--- config.mk ---
export PLATFORM = sky130hd
export DESIGN_NAME = ptc_cfg_regs
export DESIGN_NICKNAME = d
export VERILOG_FILES = /design/src/sv/ptc_pkg.sv /design/src/sv/ptc_cfg_regs.sv
export SDC_FILE = /design/constraint.sdc
export NUM_CORES = 1
export LEC_CHECK = 0
export ABC_AREA = 1
export BUFFER_PORTS_ARGS = -buffer_cell sky130_fd_sc_hd__buf_2
export CAP_MARGIN = 0
export CELL_PAD_IN_SITES_DETAIL_PLACEMENT = 0
export CELL_PAD_IN_SITES_GLOBAL_PLACEMENT = 1
export CORE_MARGIN = 8
export CORE_UTILIZATION = 38
export CTS_CLUSTER_DIAMETER = 40
export DETAILED_ROUTE_END_ITERATION = 8
export PLACE_DENSITY = 0.85
export SYNTH_ARGS = -nofsm -noshare
export SYNTH_HDL_FRONTEND = slang
export SYNTH_SLANG_ARGS = --single-unit
--- constraint.sdc ---
create_clock -name i_clk -period 3.2 [get_ports i_clk]
set_clock_uncertainty 0.15 [all_clocks]
set_input_delay 0.48 -clock i_clk [delete_from_list [all_inputs] [get_ports i_clk]]
set_output_delay 0.48 -clock i_clk [all_outputs]
set_load 0.03 [all_outputs]
--- src/sv/ptc_pkg.sv ---
// ----------------------------------------------------------------------------
// ptc_pkg
// Shared types and constants for the pressure and temperature compensation
// pipeline: calibration register indexes, reset values and status codes.
// ----------------------------------------------------------------------------
package ptc_pkg;

    localparam int RAW_W    = 24;
    localparam int CAL_W    = 16;
    localparam int LIMIT_W  = 18;
    localparam int CFG_IDX_W = 3;
    localparam int TEMP_OUT_W = 15;

    // Register indexes of the configuration port.
    localparam logic [CFG_IDX_W-1:0] REG_PRESS_SENS  = 3'd0;
    localparam logic [CFG_IDX_W-1:0] REG_PRESS_OFF   = 3'd1;
    localparam logic [CFG_IDX_W-1:0] REG_SENS_TCO    = 3'd2;
    localparam logic [CFG_IDX_W-1:0] REG_OFF_TCO     = 3'd3;
    localparam logic [CFG_IDX_W-1:0] REG_REF_TEMP    = 3'd4;
    localparam logic [CFG_IDX_W-1:0] REG_TEMP_COEFF  = 3'd5;
    localparam logic [CFG_IDX_W-1:0] REG_PRESS_LO    = 3'd6;
    localparam logic [CFG_IDX_W-1:0] REG_PRESS_HI    = 3'd7;

    localparam logic [LIMIT_W-1:0] PRESS_LO_RESET = 18'd1000;
    localparam logic [LIMIT_W-1:0] PRESS_HI_RESET = 18'd120000;

    // Temperature limits in 0.01 C.
    localparam int TEMP_LOW_LIMIT  = -4000;
    localparam int TEMP_HIGH_LIMIT = 8500;

    // Result status codes.
    localparam logic [1:0] STAT_OK   = 2'd0;
    localparam logic [1:0] STAT_LOW  = 2'd1;
    localparam logic [1:0] STAT_HIGH = 2'd2;

    typedef struct packed {
        logic [CAL_W-1:0]   c1;     // pressure sensitivity
        logic [CAL_W-1:0]   c2;     // pressure offset
        logic [CAL_W-1:0]   c3;     // temperature coefficient of sensitivity
        logic [CAL_W-1:0]   c4;     // temperature coefficient of offset
        logic [CAL_W-1:0]   c5;     // reference temperature
        logic [CAL_W-1:0]   c6;     // temperature coefficient of temperature
        logic [LIMIT_W-1:0] p_lo;
        logic [LIMIT_W-1:0] p_hi;
    } t_ptc_cal;

endpackage

--- src/sv/ptc_cfg_regs.sv ---
// ----------------------------------------------------------------------------
// ptc_cfg_regs
// Calibration and limit register file, written through a plain write port.
// Bits above a register's width are dropped.
// ----------------------------------------------------------------------------
module ptc_cfg_regs
    import ptc_pkg::*;
(
    input  logic                 i_clk,
    input  logic                 i_rst_n,
    input  logic                 i_cfg_we,
    input  logic [CFG_IDX_W-1:0] i_cfg_idx,
    input  logic [LIMIT_W-1:0]   i_cfg_data,
    output t_ptc_cal             o_cal
);

    t_ptc_cal r_cal;

    always_ff @(posedge i_clk) begin
        if (!i_rst_n) begin
            r_cal.c1   <= '0;
            r_cal.c2   <= '0;
            r_cal.c3   <= '0;
            r_cal.c4   <= '0;
            r_cal.c5   <= '0;
            r_cal.c6   <= '0;
            r_cal.p_lo <= PRESS_LO_RESET;
            r_cal.p_hi <= PRESS_HI_RESET;
        end else if (i_cfg_we) begin
            case (i_cfg_idx)
                REG_PRESS_SENS: r_cal.c1   <= i_cfg_data[CAL_W-1:0];
                REG_PRESS_OFF:  r_cal.c2   <= i_cfg_data[CAL_W-1:0];
                REG_SENS_TCO:   r_cal.c3   <= i_cfg_data[CAL_W-1:0];
                REG_OFF_TCO:    r_cal.c4   <= i_cfg_data[CAL_W-1:0];
                REG_REF_TEMP:   r_cal.c5   <= i_cfg_data[CAL_W-1:0];
                REG_TEMP_COEFF: r_cal.c6   <= i_cfg_data[CAL_W-1:0];
                REG_PRESS_LO:   r_cal.p_lo <= i_cfg_data;
                REG_PRESS_HI:   r_cal.p_hi <= i_cfg_data;
                default: begin
                end
            endcase
        end
    end

    assign o_cal = r_cal;

endmodule

==> reports/qor.yml, run 1 <==
path_buf_inv: 1
synth_compound_area_share_pct: 0
clk_latency_ps: 410
core_um2: 13300
synth-main-ff-cell: "dfxtp_1"
via_per_inst: 4.72
async_flop_share_pct: 0
finalCritPeriodShare_pct: 50.6
synthAdderAreaFrac_pct: 0
ctsResizeCount: 0
grt_usage_pct: 18.8
power_density_nw_per_um2: 601
synth-xor-area-share_pct: 0
synth_nets: 760
synth_edf_count: 0
routedWlPerCell_um: 15.9
synth.area.top_cells: "dfxtp_1 (51%), nor2_1 (17%), nand3_1 (12%), nand2_1 (12%), buf_2 (2.2%)"
p_seq_share_pct: 43.9
worst_pin_slew_ps: 633
yosysSeqAreaShare_pct: 50.7
dp_cells: 1031
postCtsSetupBuffers: 0
fin_crit_ps: 1620
crit_family: "flip-flops"
max_stage_delay_ps: 360
nets: 898
drt.antenna.violating_nets: 0
yosysMostFrequentCell: "nor2_1"
diodes: 0
drtIter0Drc: 362
hold_buffers: 0
cp_cell_sequence: "buf_2"
ys_top_cells_by_count: "nor2_1 (241), nand2_1 (161), dfxtp_1 (132)"
cts_htree_levels: 4
drcViolationCount: 0
path_class: "register to output pin"
fmax_mhz: 618
place_congestion: 0.725
critical_path.startpoint_type: "register"
cts-root-buf: "clkbuf_16"
grt_pass1_vias: 4669
setup_viol: 0
drt-total-wl_um: 16900
internal_power_uw: 2910
drive_above_1_share_pct: 23.4
status: "completed"
initial_core_util_pct: 39.2
rows: 42
slew_headroom_pct: 57.7
comb_power_share_pct: 11.9
fin_total_pwr_uw: 3950
report.final.slew_viol_count: 0
muxShareOfSynthArea_pct: 0
rsz0062_at_grt: "false"
clockPowerShare_pct: 44.2
syn_area_um2: 5210
r2r_slack_ps: 2450
dieArea_um2: 17700
clockBufferDepth: 2
final_util_pct: 49.5
syn_inst: 736
numCtsBuffers: 17
synthDistinctLibCells: 15
slowest_stage: "dfxtp_1"
tns_ps: 0
cp.required_ps: 2570
grt_antenna_before_repair: 0
io_pins: 156
synth_top_family_by_area: "simple AND/OR/NAND/NOR gates"
gr-total-overflow: 0
io_buffers: 155
vdd_drop_max_mv: 0.303
yosysWarnings: 0
p_switching_uw: 1050
cp-end-kind: "output pin"
hold_class: "primary input to register"
grt_max_degree: 85
cts_tree: "done"
grt_pass1_wl_um: 26000
cap_violations: 0
synth-seq-cells: 132
syn_to_final_growth_pct: 26.3
cts_sinks: 132
yosys.area.top_type: "dfxtp_1"
syn-mean-instance-area_um2: 7.08
critical_path_arrival_ps: 990
fin_cells: 1061
yosys.area_share.simple_pct: 42.8
firstDrtPassIters: 5
hold_viol: 0
vias: 5003
die_w_um: 133
p_sw_share_pct: 26.5
crit_fanout: 2
hpwlAfterDp_um: 11200
leakagePower_uw: 0.00324
cts.clk_slew.worst_paths_ps: 50
synth_top_area_share_pct: 50.7
largest_reg_flops: 132
die_h_um: 133
==> layout make-up <==
class	instances	area [um^2]
clock buffers	26	509
clock inverters	4	22.5
fillers	1419	6710
inverters	25	93.8
multi-input cells	534	2240
flip-flops and latches	132	2640
well taps	176	220
repair buffers	164	858
==> worst paths after layout <==
check                                              end                    from  cells after the start
worst min register to register  o_cal[23]$_SDFFE_PN1P_  o_cal[23]$_SDFFE_PN1P_                      2
worst max register to register  o_cal[51]$_SDFFE_PN0P_  o_cal[51]$_SDFFE_PN0P_                      2
worst max-delay path                         o_cal[51]  o_cal[51]$_SDFFE_PN0P_                      1
worst min-delay path            o_cal[26]$_SDFFE_PN1P_           i_cfg_data[8]                      3
==> metrics by stage <==
step                      hold slack (ps)  worst slack [ps]  cell area [um^2]
after floorplan                       443              1770              5210
after global placement                285              1220              6050
after detailed placement              292              1180              6050
after CTS                             132              1560              6580
after global routing                  149              1450              6580
final                                 147              1580              6580
==> cell usage in the layout, fill, tap and decap left out <==
master,synthesis,layout
clkbuf_16,0,17
buf_4,7,9
nand2_4,1,1
nand2_1,161,161
nor2_1,241,238
buf_2,23,154
clkinv_2,0,3
inv_1,22,22
buf_12,0,1
clkinvlp_4,0,1
nor2_2,1,4
nand2_2,1,1
inv_2,3,3
nand3_1,121,121
clkbuf_1,7,4
nor2_4,8,8
clkbuf_8,0,5
dfxtp_1,132,132
==> routing by layer <==
layer  track usage (%)  vias up  wire, um
met5                 0        -         0
met4              7.42        0       352
met3              6.28       22      1420
met2              29.6      152      7750
met1              23.2     2270      7390
li1                  -     2559         -
==> power by group through the flow <==
stage | registers (uW) | clock network [uW] | logic, uW
floorplan | 1880 | 0 | 213
CTS | 1730 | 1780 | 476
finish | 1730 | 1750 | 471
detailed placement | 1770 | 0 | 475
global placement | 1770 | 0 | 475
global route | 1740 | 1860 | 515
==> logic make-up after synthesis <==
| family | after synthesis |
|---|---|
| flops | 132 |
| buf+inv | 70 |
| simple gates | 534 |
No activity file was read; power rests on OpenSTA's default activity.
==> inputs of run 2 (changes only) <==
Settings changed: CORE_UTILIZATION 38 to 32, PLACE_DENSITY 0.85 to 0.77.
Clock period 3.2 ns to 1.47 ns, I/O delays scaled along.
==> reports/qor.yml, run 2 (same netlist as run 1, synthesis figures left out) <==
initial_core_util_pct: 32.8  # -6.4 points
report.final.slew_viol_count: 0  # unchanged
final_common_cell: "nor2_1"
place_congestion: 0.735  # +1.3%
hold_buffers: 12  # +12
vdd_drop_max_mv: 0.756  # +150%
drcViolationCount: 0  # unchanged
grt_usage_pct: 18.0  # -0.82 points
fillerInstances: 1719  # +21%
drt-total-wl_um: 17900  # +5.6%
fin_crit_ps: 1390
crit_fanout: 7  # +5
core_um2: 15900  # +19%
final_cell_mix: "nor2_1 (238), nand2_1 (161), buf_2 (154), dfxtp_1 (132), nand3_1 (121)"
grt_max_degree: 71  # -16%
vias: 5052  # +0.98%
leakagePower_uw: 0.00349  # +8.0%
syn_to_final_growth_pct: 37.6
postCtsSetupBuffers: 0  # unchanged
rsz0062_at_grt: "false"
tns_ps: 0  # unchanged
diodes: 0  # unchanged
hpwlAfterDp_um: 12100  # +8.2%
cts.clk_slew.worst_paths_ps: 60  # about the same
status: "completed"
finalCritPeriodShare_pct: 94.3
cap_violations: 0  # unchanged
drive_above_1_share_pct: 25.4  # +2.0 points
gr-total-overflow: 0  # unchanged
cts_tree: "done"
die_h_um: 144  # +7.9%
fmax_mhz: 721
hold_viol: 0  # unchanged
cts-root-buf: "clkbuf_16"
critical_path_arrival_ps: 1550  # +560 ps
clk_latency_ps: 410  # about the same
grt_pass1_wl_um: 28000  # +7.8%
drtIter0Drc: 325  # -10%
via_per_inst: 4.43  # -6.0%
cp-end-kind: "register"
grt_antenna_before_repair: 0  # unchanged
final_util_pct: 45.2  # -4.4 points
worst_pin_slew_ps: 542  # -91.2 ps
die_w_um: 144  # +7.9%
nets: 935  # +4.1%
routedWlPerCell_um: 15.7  # -1.7%
power_density_nw_per_um2: 1300  # +120%
ctsResizeCount: 0  # unchanged
clockBufferDepth: 2  # unchanged
cts_htree_levels: 4  # unchanged
firstDrtPassIters: 4  # -1
numCtsBuffers: 17  # unchanged
rows: 46  # +9.5%
grt_pass1_vias: 4914  # +5.2%
io_buffers: 155  # unchanged
setup_viol: 0  # unchanged
dieArea_um2: 20600  # +16%
path_class: "primary input to register"
largest_reg_flops: 132  # unchanged
io_pins: 156  # unchanged
hold_class: "primary input to register"
cp.required_ps: 1630  # -940 ps
cts_sinks: 132  # unchanged
slew_headroom_pct: 63.8  # +6.1 points
critical_path.startpoint_type: "primary input"
drt.antenna.violating_nets: 0  # unchanged
==> run 2: cell types whose count changed in the layout (fill, tap and decap cells not counted), moves of 2 or more <==
cell           previous run  this run
buf_4                     9        22
buf_12                    1        13
dlygate4sd3_1             0        12
bufinv_16                 0         3
clkinv_4                  0         2
==> run 2: power breakdown <==
| group | switching, uW | total (uW) | leakage [uW] | internal [uW] |
|---|---|---|---|---|
| registers | 66.9 | 3770 | 0.00107 | 3710 |
| logic | 775 | 1140 | 0.00212 | 360 |
| clock network | 1560 | 4400 | 0.000304 | 2840 |
==> run 2: critical path, cell delays in order <==
cell	delay, ps
dlygate4sd3_1	530
buf_2	130
inv_1	400
nand3_1	140
nand2_1	80
nor2_1	40
==> run 2: routing by layer <==
layer | track usage [%] | part of all wire [%] | vias up
li1 | - | - | 2634
met1 | 22.1 | 43 | 2277
met2 | 29.2 | 48 | 136
met3 | 5.34 | 8.8 | 5
met4 | 6.47 | 0.29 | 0
met5 | 0 | 0 | -
==> run 2: per-stage QoR <==
step,power [uW],worst slack (ps),std cells,cell area [um^2],hold slack (ps)
6_report,9310,83.2,1140,7170,131
5_1_grt,9690,36.7,1140,7170,142
2_1_floorplan,4550,303,736,5210,197
4_1_cts,9420,76.2,1140,7170,122
3_3_place_gp,4980,109,1096,6440,287
3_5_place_dp,4980,74.3,1096,6440,291
==> run 2: layout make-up <==
cell class	count	area (um^2)	area share, %
Clock inverter	8	123	1.71
Tap cell	216	270	3.77
Multi-Input combinational cell	534	2240	31.2
Clock buffer	24	492	6.86
Sequential cell	132	2640	36.8
Inverter	25	93.8	1.31
Timing Repair Buffer	201	1320	18.3
==> run 2: final timing paths <==
| path | endpoint | from | slack [ps] | cells past startpoint |
|---|---|---|---|---|
| worst max-delay path | o_cal[73]$_SDFFE_PN0P_ | i_cfg_data[5] | 80 | 6 |
| worst min-delay path | o_cal[129]$_SDFFE_PN0P_ | i_rst_n | 130 | 4 |
| worst max register to register | o_cal[33]$_SDFFE_PN0P_ | o_cal[33]$_SDFFE_PN0P_ | 730 | 2 |
| worst min register to register | o_cal[21]$_SDFFE_PN1P_ | o_cal[21]$_SDFFE_PN1P_ | 300 | 2 |
